===== config.mk =====
export PLATFORM = sky130hd
export DESIGN_NAME = rms_level_meter_dbfs
export DESIGN_NICKNAME = d
export VERILOG_FILES = /design/src/rtl/rlm_pkg.sv /design/src/rtl/rlm_accum.sv /design/src/rtl/rlm_log2.sv /design/src/rtl/rms_level_meter_dbfs.sv
export SDC_FILE = /design/constraint.sdc
export NUM_CORES = 2
export LEC_CHECK = 0
export ABC_AREA = 1
export BUFFER_PORTS_ARGS = -buffer_cell sky130_fd_sc_hd__clkbuf_2
export CORE_UTILIZATION = 45
export CTS_CLUSTER_DIAMETER = 80
export DETAILED_ROUTE_END_ITERATION = 10
export SYNTH_ARGS = -nofsm -noshare
export SYNTH_HDL_FRONTEND = slang
export SYNTH_HIERARCHICAL = 1
export SYNTH_SLANG_ARGS = --single-unit

===== constraint.sdc =====
create_clock -name clk -period 9.8 [get_ports clk]
set_clock_uncertainty 0.15 [all_clocks]
set_input_delay 1.96 -clock clk [delete_from_list [all_inputs] [get_ports clk]]
set_output_delay 1.96 -clock clk [all_outputs]
set_load 0.01 [all_outputs]

===== src/rtl/rlm_pkg.sv =====
// shared types, widths and constants of the rms level meter
package rlm_pkg;

  localparam int COUNT_BITS = 20;
  localparam int SUM_W      = COUNT_BITS + 31;
  localparam int FRAC_W     = 24;
  localparam int EXP_W      = $clog2(SUM_W);
  localparam int LOG_W      = EXP_W + FRAC_W;
  localparam int MANT_W     = 32;
  localparam int SQ_W       = 31;
  localparam int K_W        = 29;
  localparam int MPROD_W    = LOG_W + 1 + K_W + 1;
  localparam int LEVEL_W    = 12;
  localparam int ITER_W     = $clog2(FRAC_W);

  localparam logic [COUNT_BITS-1:0] COUNT_MAX = {COUNT_BITS{1'b1}};
  // 100*log10(2) in q.24
  localparam logic [K_W-1:0]        TENTHS_PER_LOG2 = K_W'(505044526);
  // 30 in q.24, full scale squared is 2^30
  localparam logic [LOG_W:0]        FS_LOG = (LOG_W+1)'(30) << FRAC_W;
  localparam logic [MPROD_W-1:0]    ROUND_HALF = MPROD_W'(1) << 47;

  typedef enum logic {
    OP_SAMPLE = 1'b0,
    OP_END    = 1'b1
  } op_t;

  typedef struct packed {
    logic               op;
    logic signed [15:0] sample;
    logic               silent;
  } in_item_t;

  typedef struct packed {
    logic signed [LEVEL_W-1:0] level_tenths_db;
    logic                      no_samples;
    logic                      minus_infinity;
  } out_item_t;

  typedef enum logic [1:0] {
    L_IDLE,
    L_NORM,
    L_SQ,
    L_ADJ
  } log_state_t;

  typedef enum logic [2:0] {
    T_IDLE,
    T_LSUM_GO,
    T_LSUM_WAIT,
    T_LCNT_GO,
    T_LCNT_WAIT,
    T_MUL,
    T_FIN
  } top_state_t;

endpackage


===== src/rtl/rlm_accum.sv =====
// square-sum accumulator and saturating sample counter
module rlm_accum (
  input  logic                           clk,
  input  logic                           rst_n,
  input  logic                           smp_en,
  input  logic signed [15:0]             smp,
  input  logic                           smp_silent,
  input  logic                           clr,
  output logic [rlm_pkg::SUM_W-1:0]      sum,
  output logic [rlm_pkg::COUNT_BITS-1:0] cnt,
  output logic                           busy
);

  logic [rlm_pkg::SUM_W-1:0]      sum_r, sum_nxt;
  logic [rlm_pkg::COUNT_BITS-1:0] cnt_r, cnt_nxt;
  logic [rlm_pkg::SQ_W-1:0]       sq_r, sq_nxt;
  logic                           pend_r, pend_nxt;
  logic signed [31:0]             prod;

  assign prod = smp * smp;

  always_comb begin
    sum_nxt  = sum_r;
    cnt_nxt  = cnt_r;
    sq_nxt   = sq_r;
    pend_nxt = 1'b0;
    if (pend_r) begin
      sum_nxt = sum_r + rlm_pkg::SUM_W'(sq_r);
    end
    if (clr) begin
      sum_nxt = '0;
      cnt_nxt = '0;
    end else if (smp_en && cnt_r != rlm_pkg::COUNT_MAX) begin
      cnt_nxt  = cnt_r + 1'b1;
      sq_nxt   = smp_silent ? '0 : prod[rlm_pkg::SQ_W-1:0];
      pend_nxt = 1'b1;
    end
  end

  always_ff @(posedge clk) begin
    if (!rst_n) begin
      sum_r  <= '0;
      cnt_r  <= '0;
      pend_r <= 1'b0;
    end else begin
      sum_r  <= sum_nxt;
      cnt_r  <= cnt_nxt;
      pend_r <= pend_nxt;
    end
    sq_r <= sq_nxt;
  end

  assign sum  = sum_r;
  assign cnt  = cnt_r;
  assign busy = pend_r;

endmodule


===== src/rtl/rlm_log2.sv =====
// serial log2 unit: bit-wise normalise, then one fraction bit per squaring
module rlm_log2 (
  input  logic                      clk,
  input  logic                      rst_n,
  input  logic                      start,
  input  logic [rlm_pkg::SUM_W-1:0] x,
  output logic                      done,
  output logic [rlm_pkg::LOG_W-1:0] result
);

  rlm_pkg::log_state_t state_r, state_nxt;
  logic [rlm_pkg::SUM_W-1:0]    norm_r, norm_nxt;
  logic [rlm_pkg::EXP_W-1:0]    n_r, n_nxt;
  logic [rlm_pkg::MANT_W-1:0]   y_r, y_nxt;
  logic [2*rlm_pkg::MANT_W-1:0] prod_r, prod_nxt;
  logic [rlm_pkg::FRAC_W-1:0]   frac_r, frac_nxt;
  logic [rlm_pkg::ITER_W-1:0]   it_r, it_nxt;
  logic                         done_r, done_nxt;
  logic [rlm_pkg::MANT_W:0]     t;

  assign t = prod_r[2*rlm_pkg::MANT_W-1 -: rlm_pkg::MANT_W+1];

  always_comb begin
    state_nxt = state_r;
    norm_nxt  = norm_r;
    n_nxt     = n_r;
    y_nxt     = y_r;
    prod_nxt  = prod_r;
    frac_nxt  = frac_r;
    it_nxt    = it_r;
    done_nxt  = 1'b0;
    case (state_r)
      rlm_pkg::L_IDLE: begin
        if (start) begin
          norm_nxt  = x;
          n_nxt     = rlm_pkg::EXP_W'(rlm_pkg::SUM_W - 1);
          frac_nxt  = '0;
          it_nxt    = '0;
          state_nxt = rlm_pkg::L_NORM;
        end
      end
      rlm_pkg::L_NORM: begin
        if (norm_r[rlm_pkg::SUM_W-1]) begin
          y_nxt     = norm_r[rlm_pkg::SUM_W-1 -: rlm_pkg::MANT_W];
          state_nxt = rlm_pkg::L_SQ;
        end else begin
          norm_nxt = norm_r << 1;
          n_nxt    = n_r - 1'b1;
        end
      end
      rlm_pkg::L_SQ: begin
        prod_nxt  = y_r * y_r;
        state_nxt = rlm_pkg::L_ADJ;
      end
      rlm_pkg::L_ADJ: begin
        if (t[rlm_pkg::MANT_W]) begin
          y_nxt    = t[rlm_pkg::MANT_W:1];
          frac_nxt = {frac_r[rlm_pkg::FRAC_W-2:0], 1'b1};
        end else begin
          y_nxt    = t[rlm_pkg::MANT_W-1:0];
          frac_nxt = {frac_r[rlm_pkg::FRAC_W-2:0], 1'b0};
        end
        it_nxt = it_r + 1'b1;
        if (it_r == rlm_pkg::ITER_W'(rlm_pkg::FRAC_W - 1)) begin
          done_nxt  = 1'b1;
          state_nxt = rlm_pkg::L_IDLE;
        end else begin
          state_nxt = rlm_pkg::L_SQ;
        end
      end
      default: state_nxt = rlm_pkg::L_IDLE;
    endcase
  end

  always_ff @(posedge clk) begin
    if (!rst_n) begin
      state_r <= rlm_pkg::L_IDLE;
      done_r  <= 1'b0;
    end else begin
      state_r <= state_nxt;
      done_r  <= done_nxt;
    end
    norm_r <= norm_nxt;
    n_r    <= n_nxt;
    y_r    <= y_nxt;
    prod_r <= prod_nxt;
    frac_r <= frac_nxt;
    it_r   <= it_nxt;
  end

  assign done   = done_r;
  assign result = {n_r, frac_r};

endmodule


===== src/rtl/rms_level_meter_dbfs.sv =====
// rms level meter top level: accumulator, report sequencer and result register
// sample transfer: square register, then 51-bit add; input stalls while the add is pending
// interval end with report: log2 of the sum, then of the count, then multiply and finish
//   (one bit shift per cycle to normalise; square and adjust for each of 24 fraction bits)
// interval end with nothing to compute or reporting off: handled from the idle state
// synchronous active-low reset clears the square sum, counter, control and sets report_enable
module rms_level_meter_dbfs (
  input  logic              clk,
  input  logic              rst_n,
  input  logic              in_valid,
  output logic              in_stall,
  input  rlm_pkg::in_item_t in_data,
  output logic              out_valid,
  input  logic              out_stall,
  output rlm_pkg::out_item_t out_data,
  input  logic              cfg_we,
  input  logic              cfg_wdata
);

  // configuration
  logic report_en_r;

  // sequencer
  rlm_pkg::top_state_t state_r, state_nxt;
  logic                           in_acc;
  logic                           smp_acc;
  logic                           end_acc;
  logic [rlm_pkg::SUM_W-1:0]      sum;
  logic [rlm_pkg::COUNT_BITS-1:0] cnt;
  logic                           acc_busy;

  // snapshot of the closed interval
  logic [rlm_pkg::SUM_W-1:0]      sum_snap_r, sum_snap_nxt;
  logic [rlm_pkg::COUNT_BITS-1:0] cnt_snap_r, cnt_snap_nxt;
  logic [rlm_pkg::LOG_W-1:0]      ls_r, ls_nxt;
  logic [rlm_pkg::LOG_W:0]        lc;
  logic [rlm_pkg::LOG_W:0]        m;
  logic [rlm_pkg::MPROD_W-1:0]    mprod_r, mprod_nxt;
  logic [rlm_pkg::LEVEL_W-1:0]    tenths;

  // log2 unit
  logic                      log_start;
  logic [rlm_pkg::SUM_W-1:0] log_x;
  logic                      log_done;
  logic [rlm_pkg::LOG_W-1:0] log_res;

  // result register
  logic               out_valid_r, out_valid_nxt;
  rlm_pkg::out_item_t out_data_r, out_data_nxt;

  // an interval end waits for a free result register
  assign in_stall = acc_busy | (state_r != rlm_pkg::T_IDLE)
                  | ((in_data.op == rlm_pkg::OP_END) & out_valid_r);
  assign in_acc  = in_valid & ~in_stall;
  assign smp_acc = in_acc & (in_data.op == rlm_pkg::OP_SAMPLE);
  assign end_acc = in_acc & (in_data.op == rlm_pkg::OP_END);

  rlm_accum u_accum (
    .clk        (clk),
    .rst_n      (rst_n),
    .smp_en     (smp_acc),
    .smp        (in_data.sample),
    .smp_silent (in_data.silent),
    .clr        (end_acc),
    .sum        (sum),
    .cnt        (cnt),
    .busy       (acc_busy)
  );

  assign log_start = (state_r == rlm_pkg::T_LSUM_GO) | (state_r == rlm_pkg::T_LCNT_GO);
  assign log_x     = (state_r == rlm_pkg::T_LCNT_GO)
                   ? rlm_pkg::SUM_W'(cnt_snap_r) : sum_snap_r;

  rlm_log2 u_log2 (
    .clk    (clk),
    .rst_n  (rst_n),
    .start  (log_start),
    .x      (log_x),
    .done   (log_done),
    .result (log_res)
  );

  // level difference, clamped at full scale
  assign lc     = (rlm_pkg::LOG_W+1)'(log_res) + rlm_pkg::FS_LOG;
  assign m      = (lc > (rlm_pkg::LOG_W+1)'(ls_r)) ? lc - (rlm_pkg::LOG_W+1)'(ls_r) : '0;
  assign tenths = mprod_r[48 +: rlm_pkg::LEVEL_W];

  always_comb begin
    state_nxt     = state_r;
    sum_snap_nxt  = sum_snap_r;
    cnt_snap_nxt  = cnt_snap_r;
    ls_nxt        = ls_r;
    mprod_nxt     = mprod_r;
    out_valid_nxt = out_valid_r & out_stall;
    out_data_nxt  = out_data_r;
    case (state_r)
      rlm_pkg::T_IDLE: begin
        if (end_acc && report_en_r) begin
          out_data_nxt = '0;
          if (cnt == '0) begin
            out_data_nxt.no_samples = 1'b1;
            out_valid_nxt           = 1'b1;
          end else if (sum == '0) begin
            out_data_nxt.minus_infinity = 1'b1;
            out_valid_nxt               = 1'b1;
          end else begin
            sum_snap_nxt = sum;
            cnt_snap_nxt = cnt;
            state_nxt    = rlm_pkg::T_LSUM_GO;
          end
        end
      end
      rlm_pkg::T_LSUM_GO:   state_nxt = rlm_pkg::T_LSUM_WAIT;
      rlm_pkg::T_LSUM_WAIT: begin
        if (log_done) begin
          ls_nxt    = log_res;
          state_nxt = rlm_pkg::T_LCNT_GO;
        end
      end
      rlm_pkg::T_LCNT_GO:   state_nxt = rlm_pkg::T_LCNT_WAIT;
      rlm_pkg::T_LCNT_WAIT: begin
        if (log_done) begin
          state_nxt = rlm_pkg::T_MUL;
        end
      end
      rlm_pkg::T_MUL: begin
        // log_res still holds the count's log2 here
        mprod_nxt = rlm_pkg::MPROD_W'(m) * rlm_pkg::MPROD_W'(rlm_pkg::TENTHS_PER_LOG2);
        state_nxt = rlm_pkg::T_FIN;
      end
      rlm_pkg::T_FIN: begin
        mprod_nxt                    = mprod_r;
        out_data_nxt                 = '0;
        out_data_nxt.level_tenths_db = rlm_pkg::LEVEL_W'(0) - tenths;
        out_valid_nxt                = 1'b1;
        state_nxt                    = rlm_pkg::T_IDLE;
      end
      default: state_nxt = rlm_pkg::T_IDLE;
    endcase
  end

  // rounding offset is added to the product as it is written into the product register
  logic [rlm_pkg::MPROD_W-1:0] mprod_rnd;
  assign mprod_rnd = (state_r == rlm_pkg::T_MUL) ? mprod_nxt + rlm_pkg::ROUND_HALF : mprod_nxt;

  always_ff @(posedge clk) begin
    if (!rst_n) begin
      state_r     <= rlm_pkg::T_IDLE;
      out_valid_r <= 1'b0;
      report_en_r <= 1'b1;
    end else begin
      state_r     <= state_nxt;
      out_valid_r <= out_valid_nxt;
      if (cfg_we) begin
        report_en_r <= cfg_wdata;
      end
    end
    sum_snap_r <= sum_snap_nxt;
    cnt_snap_r <= cnt_snap_nxt;
    ls_r       <= ls_nxt;
    mprod_r    <= mprod_rnd;
    out_data_r <= out_data_nxt;
  end

  assign out_valid = out_valid_r;
  assign out_data  = out_data_r;

endmodule

==> run_results.csv <==
group,metric,value,unit
synthesis,ys.flop_type,"edfxtp_1",
layout,areaGrowthSynthToFinish,6.420,%
grt,grt-ovfl-total,0,
status,outcome,"complete, no violations",
synthesis,synth_top_family_by_area,"adder cells",
critical_path,r2r_start,"u_log2/frac_r[5]",
drt,post_drt_wl_per_cell,17.81,microns
synthesis,yosys.area_share.simple,16.74,%
grt,grt_pass1_vias,62357,
timing,period_share,93.71,%
critical_path,cp-start-kind,"flop",
floorplan,die-area,174500,sq um
layout,fillers,16969,
synthesis,synthMuxAreaShare,0.02895,%
drt,viasPerCell,4.899,
synthesis,synth.distinct_cells,61,
floorplan,die_width,417.8,microns
grt,grt_max_degree,73,
timing,tightest_slew,1.291,ns
timing,timing.slew.headroom,13.92,%
synthesis,ys_seq_area_share,13.83,%
placement,portBuffers,39,
timing,fin_setup_tns,0,ns
min_path,hold_start,"u_accum/sum[49]",
min_path,hold_path_class,"reg -> reg",
critical_path,worstPathArrival,9.51,ns
floorplan,ios,40,
critical_path,cpMostUsedCell,"nand2_1",
synthesis,synth_compound_area_share,4.464,%
synthesis,synthArstFlopShare,0,%
critical_path,r2r_slack,0.62,ns
placement,place_hpwl,180000,microns
drt,vias,58436,
timing,setup_violations,0,
synthesis,syn_inst,9551,
layout,final_cell_mix,"inv_1, nand2_1, fa_1, ha_1, nor2_1",
cts,root_buffer,"clkbuf_16",
cts,cts.hold.buffers_added,0,
synthesis,synth_area,77780,sq um
synthesis,synth.avg_cell_area,8.144,sq um
drt,postRouteAntennaNets,0,
critical_path,crit_start,"u_log2/frac_r[5]",
floorplan,die_h,417.8,microns
drt,drtIter0Drc,3752,
timing,max_freq,108.9,MHz
timing,hold_viol,0,
cts,cts_buffers,50,
floorplan,std_cell_rows,152,
drt,wl,212500,microns
synthesis,synth-seq-cells,389,
drt,drc,0,
critical_path,required,10.13,ns
synthesis,ys_warn_count,6,
cts,clock_latency,0.60,ns
cts,htree_levels,2,
cts,clock_path_buffers,3,
layout,fin_nets,11758,
placement,place.gp.congestion,0.9591,
drt,drt_pre_antenna_iters,6,
flow_run,drv_cap,0,
critical_path,cp_slowest_cell,"fa_1",
synthesis,synth_edf_count,297,
cts,cts_tree,"built",
timing,drv_slew,0,
floorplan,initial_core_util,45.34,%
cts,clock-sinks,389,
layout,layout_commonest_cell,"inv_1",
floorplan,core,171500,sq um
synthesis,synthAdderAreaFrac,48.26,%
critical_path,crit_type,"reg -> reg",
synthesis,syn_nets,11734,
critical_path,worstSetupEndpointType,"flop",
critical_path,slowest_delay,0.57,ns
timing,fin_crit,9.184,ns
cts,clk_pin_slew,0.06,ns
grt,grt_usage,25.39,%
timing,rsz0062_at_grt,"false",
grt,antenna_found_initial,6,
grt,grt_pass1_wl,345100,microns
critical_path,worst-path-max-fanout,18,
synthesis,synthXorXnorAreaFrac,1.588,%
layout,drive_gt1_share,4.565,%
==> cells by family (layout without fill, tap and decap cells) <==
group | after synthesis | in the layout
compound gates | 602 | 602
xor+xnor | 141 | 141
mux | 2 | 2
flops | 389 | 389
fa+ha+maj | 2159 | 2159
simple gates | 3153 | 3153
other cells | 0 | 2
buf+inv | 3105 | 3171
==> flip-flops by register name, summed over array words and instances, names as in the netlist, 24 cells and up <==
register       flops
u_log2/norm_r     51
u_accum/sq_r      30
u_log2/y_r        32
u_log2/frac_r     24
u_log2/prod_r     33
ls_r              30
sum_snap_r        51
u_accum/sum       51
==> path summary, 6_finish.rpt <==
path,end,cells past startpoint
max,mprod_r[56],41
min,sum_snap_r[49],0
max reg2reg,mprod_r[56],41
min reg2reg,sum_snap_r[49],0
==> layout make-up <==
| type | instances | area (sq um) | share of cell area (%) |
|---|---|---|---|
| multi-input cells | 6057 | 55390 | 66.91 |
| inverters | 2914 | 10940 | 13.22 |
| flip-flops and latches | 389 | 10760 | 13.00 |
| well taps | 2310 | 2890 | 3.492 |
| clock buffers | 62 | 1306 | 1.578 |
| repair buffers | 163 | 1162 | 1.404 |
| clock inverters | 32 | 322.8 | 0.3900 |
| diodes | 2 | 5.005 | 0.006046 |
==> stage by stage <==
| stage | util [%] | instances | setup WS [ns] | hold WS (ns) | cell area (sq um) |
|---|---|---|---|---|---|
| 2_1_floorplan | - | 9551 | 1.176 | 0.2807 | 77780 |
| 3_3_place_gp | 47.25 | 11832 | 0.5259 | 0.2955 | 81050 |
| 3_5_place_dp | 47.25 | 11832 | 0.5040 | 0.3065 | 81050 |
| 4_1_cts | 48.20 | 11926 | 0.4297 | 0.3043 | 82680 |
| 5_1_grt | 48.25 | 11928 | 0.009987 | 0.3264 | 82780 |
| 6_report | 48.25 | 11929 | 0.6164 | 0.3079 | 82780 |
==> synth_stat cells, drive strengths merged (2+ instances only) <==
cell type     n  area share [%]
nor2        579             3.0
a22o         19            0.21
nand3       194             1.3
mux2          2           0.029
a21boi        9           0.092
nand4        57            0.46
buf          32            0.26
and2          4           0.032
o21bai       49            0.48
o221ai        4           0.045
nand2      2186              11
nor3b         3           0.029
and3          2           0.016
a21oi       286             1.8
xnor2        53            0.60
clkbuf      159            0.77
clkinv        4           0.019
o31ai         2           0.019
a31oi        11           0.088
ha          757              12
a21o         12            0.12
inv        2910              14
fa         1402              36
edfxtp      297              11
o211ai       35            0.34
xor2         88            0.99
or2          20            0.16
a22oi         3           0.029
o21ai       154             1.0
nand3b        7           0.068
o21a          7           0.068
a31o          7           0.079
nor3         57            0.47
a211oi        2           0.019
nor4         43            0.42
dfxtp        92             2.4
==> timing repair <==
| item | in CTS | in global routing |
|---|---|---|
| resized for setup | 0 | 19 |
| endpoints found under the setup margin | 0 | 8 |
| buffers inserted | 0 | 1 |
| endpoints found under the hold margin | 0 | 0 |
==> critical path, delay by kind of cell (launching register included) <==
kind	cells	cell delay, ns
adders and majority gates	9	3.97
and+or+nand+nor	25	3.65
buffers and inverters	5	0.59
DFF	1	0.41
xor gates and xnor gates	1	0.16
AOI/OAI and AO/OA	1	0.10
==> layer usage <==
| metal | global-route usage, % | vias to the layer above | share of wire [%] | wire length (microns) |
|---|---|---|---|---|
| li1 | - | 28015 | - | - |
| met1 | 35.81 | 28833 | 46 | 97180 |
| met2 | 41.38 | 1366 | 46 | 97900 |
| met3 | 3.235 | 216 | 5.6 | 11960 |
| met4 | 6.345 | 6 | 2.5 | 5365 |
| met5 | 0 | - | 0.022 | 47 |
Power is not shown: default switching activity piles up to over one toggle a cycle in this logic, so the estimate is an artifact.
